File: src/design/tsf_ram.sv
// Generic simple dual-port RAM with one write port and a registered read port.
`timescale 1ns / 1ps
module tsf_ram #(
  parameter int WIDTH = 8,
  parameter int DEPTH = 256
) (
  input  logic                     clk,
  input  logic                     we,
  input  logic [$clog2(DEPTH)-1:0] waddr,
  input  logic [WIDTH-1:0]         wdata,
  input  logic [$clog2(DEPTH)-1:0] raddr,
  output logic [WIDTH-1:0]         rdata
);

  logic [WIDTH-1:0] mem [DEPTH];

  always_ff @(posedge clk) begin
    if (we) begin
      mem[waddr] <= wdata;
    end
    rdata <= mem[raddr];
  end

endmodule

File: config.mk
export PLATFORM = sky130hd
export DESIGN_NAME = tsf_ram
export DESIGN_NICKNAME = d
export VERILOG_FILES = /design/src/design/tsf_ram.sv
export SDC_FILE = /design/constraint.sdc
export NUM_CORES = 2
export LEC_CHECK = 0
export BUFFER_PORTS_ARGS = -buffer_cell sky130_fd_sc_hd__buf_2
export CAP_MARGIN = 10
export CELL_PAD_IN_SITES_DETAIL_PLACEMENT = 1
export CELL_PAD_IN_SITES_GLOBAL_PLACEMENT = 2
export CORE_ASPECT_RATIO = 0.5
export CORE_MARGIN = 4
export CORE_UTILIZATION = 28
export DETAILED_ROUTE_END_ITERATION = 6
export PLACE_DENSITY_LB_ADDON = 0.1
export SLEW_MARGIN = 20
export SYNTH_ARGS = -nofsm -noshare
export SYNTH_HDL_FRONTEND = slang
export SYNTH_SLANG_ARGS = --single-unit
File: constraint.sdc
create_clock -name clk -period 3.54 [get_ports clk]
set_input_delay 0.708 -clock clk [delete_from_list [all_inputs] [get_ports clk]]
set_output_delay 0.708 -clock clk [all_outputs]
set_load 0.01 [all_outputs]
==> metrics.yaml <==
worst_slew_pin_slew_ps: 1174
reg2regPathDepth: 6
dieWidth_um: 761.8
clk_pin_slew_ps: 60
crit_start: "raddr[0]"
cts_inserted_buffers: 209
post-route-drc-count: 0
max_cap_violations: 0
fin_util: 0.3349
powerDensity_nw_per_um2: 543.4
drtIter0Drc: 3632
row_count: 138
grt_usage: 0.1729
drt-pass1-iter-count: 5
p_int_uw: 39970
regToRegSetupSlack_ps: 710
arrival_ps: 4000
synthesis.nets: 3759
clkSinkCount: 2056
fin_worst_skew_ps: 58.87
rsz0062_at_grt: "false"
core_area_sq_um: 282800
grt_pass1_wl_mm: 357.1
setup.worst_path.start_class: "primary input"
synthFlopType: "edfxtp_1"
hold_path.class: "in -> reg"
drtAntennaViolNets: 0
fin_nets: 4341
finalMaxSlewViolations: 0
cpMaxStageDelayCell: "nor4_1"
slew_headroom: 0.2064
critPathMaxFanout: 30
hold_ws_ps: 239.6
slowest_delay_ps: 830
port_buffers: 33
cts_resized: 0
cts_root_buffer: "clkbuf_16"
routed_wl_mm: 255.2
die_h_um: 384.9
start_util: 0.2813
async_flop_share: 0
p_leak_uw: 0.02976
syn_area_sq_um: 79560
period_minus_slack_ps: 3283
grt_max_degree: 113
gp_congestion: 0.7635
ys.warnings.count: 0
clk_path_buf_depth: 4
path_class: "in -> reg"
overflow: 0
cts_setup_buffers: 0
clock_latency_ps: 870
syn_avg_cell_area_sq_um: 21.31
period_share: 0.9275
clock.fmax_mhz: 304.6
drive_gt1_frac: 0.3076
ys_seq_area_frac: 0.7750
cts_tree: "built"
antenna_found_initial: 28
hold_viol: 0
synthToLayoutAreaGrowth_pct: 19.07
dieArea_sq_um: 293200
placed_cells: 7884
vias: 40358
layoutNonFillerInstCount: 8265
finalSetupViolations: 0
post_drt_via_cell_ratio: 4.883
status: "finished, final reports clean"
r2r-start: "mem[67][0]$_DFFE_PP_"
grt_pass1_vias: 43138
htree_levels: 4
crit_top_cell: "buf_12"
switchingPower_uw: 11500
hpwl_mm: 166.4
routedWlPerCell_um: 30.87
io_pins: 34
yosysUniqueCellTypes: 55
crit_end: "rdata[4]$_DFF_P_"
cp.required_ps: 4260
swShare: 0.2235
synth_seq_cells: 2056
netlist_instances: 3733
peakVddDrop_mv: 0.3234
path_cells: "buf_8 > buf_12 > buf_12 > buf_12 > mux4_2 > o211ai_1 > nand3_1 > nor4_1 > buf_4 > nor4_1"
p_seq_frac: 0.522
cp-end-kind: "register"
p_comb_frac: 0.056
pwr-share-clk: 0.422
ctsHoldBuffers: 0
synth_edf_count: 2048
regToRegEndpoint: "rdata[0]$_DFF_P_"
-- power by group through the flow --
stage / logic (uW) / registers, uW / clock network (uW)
3_3_place_gp: 2950 / 27400 / 0
3_5_place_dp: 2990 / 27400 / 0
6_report: 2890 / 26900 / 21700
4_1_cts: 3000 / 26900 / 22400
5_1_grt: 3100 / 26900 / 23500
2_1_floorplan: 1300 / 27400 / 0
-- state kept, by name (all words and copies together) (netlist names) --
signal / flops
mem: 2048
rdata: 8
-- cell usage in the layout, fill, tap and decap left out, types with 9 or more instances in the layout --
cell,synthesis,final
a22oi_1,133,133
bufinv_16,0,16
clkinv_2,0,34
edfxtp_1,2048,2048
buf_4,27,517
clkbuf_16,0,212
nor4_1,24,17
nor2_1,282,279
o211ai_1,10,10
a221oi_1,13,13
nand3_1,34,25
mux4_2,454,454
buf_2,31,21
a21oi_1,96,96
a211oi_1,16,16
buf_8,13,10
nand4_1,10,10
nor3_1,22,19
clkinv_1,1,46
mux2i_1,134,134
nand3_2,0,9
o21ai_0,10,10
diode_2,0,9
buf_12,8,56
clkinvlp_4,0,9
nand2_1,33,33
o221ai_1,46,46
o22ai_1,28,28
clkbuf_1,111,48
nor4_2,3,10
nor2b_1,31,28
-- worst max-delay path, delay by kind of cell --
kind / cells / cell delay [ps]
AOI/OAI and AO/OA: 1 / 330
muxes: 1 / 540
buffers and inverters: 5 / 1290
and+or+nand+nor: 3 / 1030
-- metal layers --
metal / up-vias / share of wire / GRT usage
li1: 16880 / - / -
met1: 22310 / 0.47 / 0.2545
met2: 889 / 0.46 / 0.2740
met3: 279 / 0.048 / 0.02668
met4: 0 / 0.017 / 0.03036
met5: - / 0 / 0
-- final cells by class --
cell class | count | area (sq um)
Tap cell | 3780 | 4730
Inverter | 2 | 7.507
Clock inverter | 112 | 974.7
Antenna cell | 9 | 22.52
Timing Repair Buffer | 604 | 5258
Sequential cell | 2056 | 61660
Clock buffer | 260 | 5485
Multi-Input combinational cell | 1442 | 16590
Fill cell | 27910 | 188100
-- through the flow --
stage          worst slack (ps)  setup TNS, ps  power, uW  instance area, sq um
2_1_floorplan             894.1              0      28680                 79560
3_3_place_gp              -1073          -5723      30370                 88200
3_5_place_dp             -632.0          -3054      30410                 88250
4_1_cts                   308.7              0      52330                 94710
5_1_grt                   230.5              0      53450                 94710
6_report                  256.6              0      51480                 94730
-- worst min-delay path by stage --
stage / start / end / slack (ps) / depth (start not counted)
6_report: wdata[2] / mem[10][2]$_DFFE_PP_ / 240 / 1
5_1_grt: wdata[2] / mem[10][2]$_DFFE_PP_ / 190 / 1
4_1_cts: wdata[2] / mem[10][2]$_DFFE_PP_ / 170 / 1
3_5_place_dp: mem[41][3]$_DFFE_PP_ / rdata[3]$_DFF_P_ / 1020 / 7
3_3_place_gp: mem[40][3]$_DFFE_PP_ / rdata[3]$_DFF_P_ / 1040 / 7
2_1_floorplan: mem[40][3]$_DFFE_PP_ / rdata[3]$_DFF_P_ / 770 / 6
-- cell usage after synthesis (all sizes together), types with 2 or more instances --
library cell / count / area (sq um)
o211ai: 10 / 75.07
a211oi: 16 / 120.1
clkbuf: 111 / 416.7
and2: 6 / 37.54
nor4: 27 / 187.7
a31oi: 2 / 12.51
edfxtp: 2048 / 61500
and3b: 2 / 17.52
mux2i: 134 / 1341
buf: 122 / 1032
or2: 4 / 25.02
a22o: 8 / 70.07
a221oi: 14 / 128.9
mux4: 456 / 10280
dfxtp: 8 / 160.2
o32ai: 5 / 51.30
o221ai: 47 / 417.9
a2111oi: 5 / 52.55
nand3b: 2 / 15.01
a22oi: 133 / 998.5
nand2b: 8 / 50.05
o22a: 5 / 43.79
a311oi: 2 / 17.52
o22ai: 28 / 175.2
nand3: 34 / 170.2
nor3: 22 / 110.1
nor2: 282 / 1059
nand4: 10 / 62.56
nor2b: 31 / 193.9
o21ai: 12 / 60.06
nand2: 33 / 123.9
a21oi: 96 / 480.5
-- cells by family after synthesis --
kind of cell / count (synthesis) / synth area share
flops: 2056 / 0.7750
mux: 591 / 0.1462
simple gates: 466 / 0.02628
compound gates: 385 / 0.03419
buf+inv: 235 / 0.01831
No activity file was read; power rests on OpenSTA's default activity.
