$ cat config.mk
export PLATFORM = sky130hd
export DESIGN_NAME = tsf_div
export DESIGN_NICKNAME = d
export VERILOG_FILES = /design/src/design/tsf_pkg.sv /design/src/design/tsf_div.sv
export SDC_FILE = /design/constraint.sdc
export NUM_CORES = 1
export LEC_CHECK = 0
export BUFFER_PORTS_ARGS = -buffer_cell sky130_fd_sc_hd__buf_2
export CAP_MARGIN = 15
export CORE_MARGIN = 2
export CORE_UTILIZATION = 54
export CTS_CLUSTER_DIAMETER = 30
export DETAILED_ROUTE_END_ITERATION = 8
export HOLD_SLACK_MARGIN = 0.03
export PLACE_DENSITY = 0.85
export SLEW_MARGIN = 10
export SYNTH_ARGS = -nofsm -noshare
export SYNTH_HDL_FRONTEND = slang
export SYNTH_SLANG_ARGS = --single-unit
$ cat constraint.sdc
create_clock -name clk -period 4.15 [get_ports clk]
set_input_delay 0.2075 -clock clk [delete_from_list [all_inputs] [get_ports clk]]
set_output_delay 0.2075 -clock clk [all_outputs]
set_load 0.01 [all_outputs]
$ cat src/design/tsf_pkg.sv
// Package: shared constants, types and state encodings of the trapezoidal filter.
`timescale 1ns / 1ps
package tsf_pkg;

  localparam int MAX_LEN = 4096;
  localparam int ADDR_W  = $clog2(MAX_LEN);
  localparam int CNT_W   = ADDR_W + 1;

  localparam int SAMPLE_W = 16;
  localparam int STORE_W  = 17;
  localparam int TRAP_W   = 32;
  localparam int DIFF_W   = 19;
  localparam int FSUM_W   = 32;
  localparam int SSUM_W   = 64;
  localparam int BSUM_W   = 29;
  localparam int PROD_W   = 36;
  localparam int DEN_W    = 27;
  localparam int NUM_W    = 72;
  localparam int QUO_W    = 31;
  localparam int REM_W    = DEN_W + QUO_W;
  localparam int BASE_W   = 18;

  localparam int DECAY_W = 16;
  localparam int RISE_W  = 11;
  localparam int FLAT_W  = 11;
  localparam int PRE_W   = 13;
  localparam int CFG_W   = 16;
  localparam int CFG_IDX_W = 2;

  localparam logic [DECAY_W-1:0] DECAY_RST = 16'd250;
  localparam logic [RISE_W-1:0]  RISE_RST  = 11'd250;
  localparam logic [FLAT_W-1:0]  FLAT_RST  = 11'd400;
  localparam logic [PRE_W-1:0]   PRE_RST   = 13'd500;

  // Configuration register indexes
  localparam logic [CFG_IDX_W-1:0] REG_DECAY = 2'd0;
  localparam logic [CFG_IDX_W-1:0] REG_RISE  = 2'd1;
  localparam logic [CFG_IDX_W-1:0] REG_FLAT  = 2'd2;
  localparam logic [CFG_IDX_W-1:0] REG_PRE   = 2'd3;

  // Input function codes
  localparam logic FUNC_LOAD = 1'b0;
  localparam logic FUNC_READ = 1'b1;

  typedef enum logic [8:0] {
    S_IDLE  = 9'b000000001,
    S_BSUM  = 9'b000000010,
    S_BDIV  = 9'b000000100,
    S_SHIFT = 9'b000001000,
    S_FREAD = 9'b000010000,
    S_FMUL  = 9'b000100000,
    S_FACC  = 9'b001000000,
    S_FMAG  = 9'b010000000,
    S_FDIV  = 9'b100000000
  } state_t;

  typedef struct packed {
    logic             start;
    logic [NUM_W-1:0] num;
    logic [DEN_W-1:0] den;
  } div_req_t;

  typedef struct packed {
    logic             done;
    logic [QUO_W-1:0] quo;
    logic             ovf;
    logic             rem_nz;
  } div_rsp_t;

endpackage

$ cat src/design/tsf_div.sv
// Iterative restoring divider: 31 quotient bits, one per cycle, overflow precheck.
`timescale 1ns / 1ps
module tsf_div (
  input  logic               clk,
  input  logic               rst,
  input  tsf_pkg::div_req_t  req,
  output tsf_pkg::div_rsp_t  rsp
);

  logic [tsf_pkg::REM_W-1:0] rem;
  logic [tsf_pkg::REM_W-1:0] dsh;
  logic [tsf_pkg::QUO_W-1:0] quo;
  logic                      ovf;
  logic                      busy;
  logic                      done;
  logic [4:0]                cnt;
  logic                      take;

  assign take = (rem >= dsh);

  // Control
  always_ff @(posedge clk) begin
    if (rst) begin
      busy <= 1'b0;
      done <= 1'b0;
      cnt  <= '0;
    end else begin
      done <= 1'b0;
      if (req.start) begin
        busy <= 1'b1;
        cnt  <= 5'(tsf_pkg::QUO_W);
      end else if (busy) begin
        cnt <= cnt - 5'd1;
        if (cnt == 5'd1) begin
          busy <= 1'b0;
          done <= 1'b1;
        end
      end
    end
  end

  // Datapath: quotient magnitude below 2^31 once the precheck passes
  always_ff @(posedge clk) begin
    if (req.start) begin
      rem <= req.num[tsf_pkg::REM_W-1:0];
      dsh <= {1'b0, req.den, {(tsf_pkg::QUO_W-1){1'b0}}};
      quo <= '0;
      ovf <= (req.num >= {{(tsf_pkg::NUM_W-tsf_pkg::REM_W){1'b0}}, req.den,
                          {tsf_pkg::QUO_W{1'b0}}});
    end else if (busy) begin
      if (take) begin
        rem <= rem - dsh;
      end
      quo <= {quo[tsf_pkg::QUO_W-2:0], take};
      dsh <= {1'b0, dsh[tsf_pkg::REM_W-1:1]};
    end
  end

  assign rsp.done   = done;
  assign rsp.quo    = quo;
  assign rsp.ovf    = ovf;
  assign rsp.rem_nz = (rem != '0);

endmodule

==> results of run 1 <==
==> layer usage <==
layer  vias up  track usage (%)  wire length, um
met3        78             5.03             1990
li1       4579                -                -
met5         -                0                0
met4         0             9.90              884
met2       415             44.1            13100
met1      4462             34.6            12200
==> stage by stage <==
| stage | worst slack (ns) | total power, mW | hold WS (ns) |
|---|---|---|---|
| floorplan | 0.164 | 4.66 | 0.277 |
| detailed placement | 0.883 | 5.33 | 0.483 |
| CTS | 0.856 | 6.92 | 0.0523 |
| finish | 0.849 | 7.00 | 0.0569 |
| global placement | 0.932 | 5.27 | 0.461 |
| global route | 0.657 | 7.39 | 0.0562 |
==> power groups by stage <==
stage | sequential [mW] | clock [mW] | combinational, mW
5_1_grt | 2.18 | 1.61 | 3.60
6_report | 2.16 | 1.55 | 3.30
3_5_place_dp | 2.18 | 0 | 3.16
4_1_cts | 2.15 | 1.55 | 3.22
3_3_place_gp | 2.16 | 0 | 3.10
2_1_floorplan | 2.10 | 0 | 2.56
==> final cells by class <==
| cell class | instances | area [um2] | area share [%] |
|---|---|---|---|
| clock buffer | 23 | 512 | 4.24 |
| clock inverter | 9 | 70.1 | 0.580 |
| inverter | 100 | 375 | 3.11 |
| multi-input combinational | 898 | 6070 | 50.3 |
| sequential | 154 | 3950 | 32.7 |
| tap | 265 | 332 | 2.74 |
| timing repair buffer | 143 | 769 | 6.37 |
==> cell families (layout without fill, tap and decap cells) <==
| group | count (synthesis) | in the layout | share of synthesized area, % |
|---|---|---|---|
| AO/OA/AOI/OAI | 314 | 314 | 19.4 |
| XOR/XNOR | 54 | 54 | 4.39 |
| multiplexers | 61 | 61 | 5.68 |
| buffers and inverters | 167 | 275 | 7.03 |
| adder cells (fa/ha/maj) | 87 | 87 | 10.2 |
| AND/OR/NAND/NOR | 382 | 382 | 16.7 |
| flip-flops | 154 | 154 | 36.6 |
==> tightest hold or removal path: stages <==
cell and delay (ns):
buf_2 0.09, nand2_1 0.05, nand2_1 0.05
==> cells in the final DEF (no fill, tap or decap), types with 3 or more instances in the layout <==
cell type / synthesis / layout
a21oi_1: 69 / 69
nor3_1: 10 / 10
nor4b_1: 3 / 3
inv_6: 0 / 4
o21bai_1: 9 / 9
nand2b_1: 4 / 4
o211a_1: 3 / 3
nor2_1: 105 / 105
o2111ai_1: 3 / 3
o21ai_0: 67 / 67
edfxtp_1: 86 / 86
clkbuf_16: 0 / 20
a31oi_1: 8 / 8
buf_4: 4 / 5
xor2_1: 19 / 19
ha_1: 86 / 86
xnor2_1: 35 / 35
nor4_1: 29 / 29
nand3_1: 14 / 14
o211ai_1: 8 / 8
a21o_1: 28 / 28
nand2_1: 147 / 146
nor2b_1: 8 / 8
o31ai_1: 30 / 30
o21a_1: 16 / 16
mux2i_1: 60 / 60
a21oi_2: 7 / 7
or3_1: 4 / 4
inv_1: 100 / 100
nand4_1: 33 / 33
clkbuf_1: 34 / 3
a211oi_1: 6 / 6
dfxtp_1: 68 / 67
o21ai_1: 21 / 21
buf_2: 11 / 134
and3_1: 4 / 4
==> worst max-delay path by stage <==
| stage | startpoint | endpoint | slack (ns) |
|---|---|---|---|
| floorplan | rem[42] | rem[0] | 0.16 |
| global placement | rem[45] | rem[44] | 0.93 |
| detailed placement | rem[45] | rem[39] | 0.88 |
| CTS | rem[45] | rem[38] | 0.86 |
| global route | rem[33] | rem[28] | 0.66 |
| finish | rem[45] | rem[38] | 0.85 |
==> sequential cells by signal, summed over array words and instances, names as in the netlist <==
signal / flops
busy: 1
ovf: 1
quo: 31
done: 1
rem: 58
cnt: 5
dsh: 57
==> flow_metrics.tcl, run 1 <==
set metrics [dict create \
    outcome "complete, no violations" \
    ys_top_cells_by_count "nand2_1, nor2_1, inv_1" \
    grt_max_degree 150 \
    ioPinCount 136 \
    grt.total_usage_pct 26.6 \
    synth.cell_area_um2 10800 \
    rsz0062_at_grt "false" \
    cpLargestDelayFamily "simple AND/OR/NAND/NOR gates" \
    hold_buffers 1 \
    sw_frac_of_total_pct 40.9 \
    yosysUniqueCellTypes 90 \
    min_path_type "in -> reg" \
    initial_core_util_pct 55.2 \
    cts_resized 0 \
    grt_pass1_wl_mm 45.9 \
    htreeDepth 4 \
    placed_cell_area_um2 11500 \
    p_sw_mw 2.86 \
    holdCritStartpoint "req[73]" \
    hold_depth 3 \
    core_um2 19500 \
    syn_area_per_cell_um2 8.84 \
    start_kind "flop" \
    cts_buffers 17 \
    diodes 0 \
    grt_pass1_vias 9333 \
    r2r_start "rem[45]" \
    required_ns 4.27 \
    finClkSkew_ns 0.0102 \
    yosysWarnings 0 \
    drt-initial-drc-count 1073 \
    synth_edf_count 86 \
    worst_slew_pin_slew_ns 0.705 \
    hold_viol_final 0 \
    cts_tree "yes" \
    ir_drop_uv 352 \
    synth_seq_area_share_pct 36.6 \
    die_area_um2 21100 \
    fmax_mhz 303 \
    critPathCaptureType "flop" \
    synthCells 1219 \
    synth_seq_cells 154 \
    r2r_slack_ns 0.85 \
    internal_power_mw 4.14 \
    layout-drive-gt1-share_pct 16.1 \
    setup_tns_ns 0 \
    drc 0 \
    dp_cells 1559 \
    p_seq_share_pct 30.8 \
    fin_crit_sh_pct 79.5 \
    wl_per_cell_um 17.7 \
    nets 1503 \
    fin_util_pct 61.9 \
    pwr_density_cell_nw_per_um2 579 \
    yosysMostFrequentCell "nand2_1" \
    die_y_um 145 \
    pwr-share-clk_pct 22.1 \
    dr.pass1.iters 6 \
    final_cells 1592 \
    fillCellCount 1672 \
    hold_path_end "rem[46]" \
    portBuffers 135 \
    crit_type "reg -> reg" \
    max-cap-violations 0 \
    slowest_stage "or4_4" \
    dp_hpwl_mm 20.7 \
    ant_nets 0 \
    cp.arrival_ns 3.43 \
    area_growth_pct 12.1 \
    root_buffer "clkbuf_16" \
    die_w_um 145 \
    vias 9534 \
    grt_overflow 0 \
    post_cts_buffers 0 \
    synth.top_cell.area_share_pct 24.0 \
    cts.sinks 154 \
    drv_slew 0 \
    reg2reg_to "rem[38]" \
    synth.area.top_cells "edfxtp_1, dfxtp_1, ha_1, mux2i_1, nand2_1" \
    setup_viol 0 \
    viasPerCell 5.99 \
    async_flop_share_pct 0 \
    slew_headroom_pct 52.6 \
    antenna_found_initial 0 \
    clock_latency_ns 0.45 \
    p_leak_nw 5.10 \
    gp_congestion 0.975 \
    p_comb_share_pct 47.1 \
    cpPeakStageDelay_ns 0.51 \
    min_period_ns 3.30 \
    cp_cell_sequence "ha_1 > nand4_1 > or3_4 > or4_4 > o31ai_4 > nor4b_1 > a21oi_2 > nand2_1 > nand2_2 > buf_12" \
    syn_nets 1408 \
    wl_mm 28.2 \
    synth_top_area_cell "edfxtp_1" \
    rows 51 \
    crit_fanout 43 \
    cts_buffer_depth 2 \
    worst_r2r_path_depth 10 \
    cp.depth 10 \
    stdcell_area_um2 12100 \
    synth_top_flop_cell "edfxtp_1" \
    crit_buf_inv 1 \
    clkSlewWorstSetupHoldPaths_ns 0.06 \
]
No activity file was read; power rests on OpenSTA's default activity.
==> inputs of run 2 (changes only) <==
- CORE_UTILIZATION: 54 -> 59
- PLACE_DENSITY: 0.85 -> 0.88
- clock period: 4.15 -> 3.05 ns (I/O delays scaled with it)
==> flow_metrics.tcl, run 2 (same netlist as run 1, synthesis figures left out) <==
set metrics [dict create \
    fin_util_pct 74.5 \
    dp_hpwl_mm 22.1 \
    stdcell_area_um2 13400 \
    finClkSkew_ns 0.0109 \
    crit_top_cell "o21ai_1" \
    drc 0 \
    ioPinCount 136 \
    largest-register "rem" \
    gp_congestion 0.960 \
    required_ns 3.20 \
    diodes 0 \
    root_buffer "clkbuf_16" \
    cpPeakStageDelay_ns 0.45 \
    fillCellCount 1211 \
    grt.total_usage_pct 31.2 \
    initial_core_util_pct 60.0 \
    p_leak_nw 5.73 \
    min_path_type "in -> reg" \
    clkSlewWorstSetupHoldPaths_ns 0.07 \
    ant_nets 0 \
    die_y_um 139 \
    antenna_found_initial 0 \
    slew_headroom_pct 37.6 \
    rsz0062_at_grt "true" \
    crit_buf_inv 0 \
    cpLargestDelayFamily "compound AO/OA/AOI/OAI gates" \
    rows 49 \
    postLayoutSetupSlackWorst_ns -0.00177 \
    core_um2 18000 \
    cts_buffers 17 \
    crit_type "reg -> reg" \
    seq_area_um2 3950 \
    portBuffers 135 \
    layout_common_cells "nand2_1, buf_2, nor2_1" \
    failed_checks "negative setup slack" \
    top_regs "rem (58), dsh (57), quo (31)" \
    layout_commonest_cell "nand2_1" \
    critPathCaptureType "flop" \
    grt_pass1_vias 10000 \
    outcome "finished, violations left" \
    grt.busiest_layer "met2" \
    dr.pass1.iters 7 \
    gr-usage-met2_pct 53.2 \
    layout-drive-gt1-share_pct 23.0 \
    grt_max_degree 229 \
    crit_fanout 6 \
    wl_per_cell_um 19.1 \
    r2r_start "rem[15]" \
    grt_pass1_wl_mm 48.8 \
    cp_cell_sequence "ha_1 > a21oi_2 > o21ai_0 > a21oi_1 > o211a_1 > a21o_1 > o21a_1 > o21ai_1 > xnor2_1 > o21ai_1" \
    start_kind "flop" \
    cts_tree "yes" \
    fmax_mhz 328 \
    holdCritStartpoint "req[21]" \
    viasPerCell 6.18 \
    area_growth_pct 24.2 \
    htreeDepth 4 \
    pwr_density_cell_nw_per_um2 803 \
    grt.met3_usage_pct 6.25 \
    die_area_um2 19400 \
    vias 10400 \
    drt-initial-drc-count 1366 \
    cp-startpoint "rem[15]" \
    drv_slew 0 \
    grt_overflow 0 \
    hold_viol_final 0 \
    cts.sinks 154 \
    placed_cell_area_um2 12000 \
    cts_buffer_depth 2 \
    fin_crit_sh_pct 100 \
    ir_drop_uv 552 \
    nets 1626 \
    wl_mm 32.0 \
    max-cap-violations 0 \
    die_w_um 139 \
    largest_reg_flops 58 \
    cp.arrival_ns 3.20 \
    grtUsageMet1_pct 39.0 \
    setup_viol 2 \
    slowest_stage "edfxtp_1" \
    worst_slew_pin_slew_ns 0.937 \
    min_period_ns 3.05 \
    multiInputGateArea_um2 6280 \
    clock_latency_ns 0.44 \
]
-- run 2: final timing paths --
kind / endpoint / slack [ns] / depth (start not counted)
setup / recovery: rem[42] / -0.002 / 10
hold / removal: dsh[51] / 0.03 / 3
setup reg to reg: rem[42] / -0.002 / 10
hold reg to reg: dsh[25] / 0.51 / 2
-- run 2: tightest hold or removal path, stage by stage --
cell and delay (ns):
buf_2 0.09, nand2_1 0.05, o31ai_1 0.06
-- run 2: cell type report --
type,count,area share [%]
Clock buffer,17,3.18
Clock inverter,15,1.47
Inverter,100,2.81
Multi-Input combinational cell,898,46.9
Sequential cell,154,29.5
Tap cell,229,2.14
Timing Repair Buffer,266,14.0
-- run 2: stage by stage --
step / total power, mW / hold slack, ns / TNS, ns / std cells / worst slack (ns)
finish: 10.7 / 0.0281 / -0.00288 / 1679 / -0.00177
global route: 11.3 / 0.0329 / -6.37 / 1679 / -0.116
CTS: 10.2 / 0.0313 / 0 / 1664 / 0.0357
detailed placement: 7.83 / 0.417 / 0 / 1591 / 0.0139
global placement: 7.73 / 0.412 / 0 / 1591 / 0.0705
floorplan: 6.35 / 0.222 / 0 / 1219 / 0.00208
-- run 2: repair_timing --
| item | in CTS | in global routing |
|---|---|---|
| cloned | 1 | 3 |
| setup endpoints to repair | 42 | 73 |
| setup buffers | 3 | 12 |
| hold endpoints to repair | 43 | 0 |
| pin swaps | 1 | 26 |
| resized for setup | 5 | 31 |
| hold buffers | 37 | 0 |
-- run 2: power by group --
group          leakage, nW  switching (mW)  internal [mW]  total (mW)
Clock                0.300            1.06           1.13        2.19
Combinational         4.00            3.17           2.44        5.62
Sequential            1.43           0.270           2.68        2.95
Total                 5.73            4.50           6.24        10.7
-- run 2: layer usage --
layer / part of all wire, % / wire [um]
met5: 0 / 0
met4: 4.0 / 1270
met3: 9.3 / 2980
met2: 47 / 15200
met1: 39 / 12600
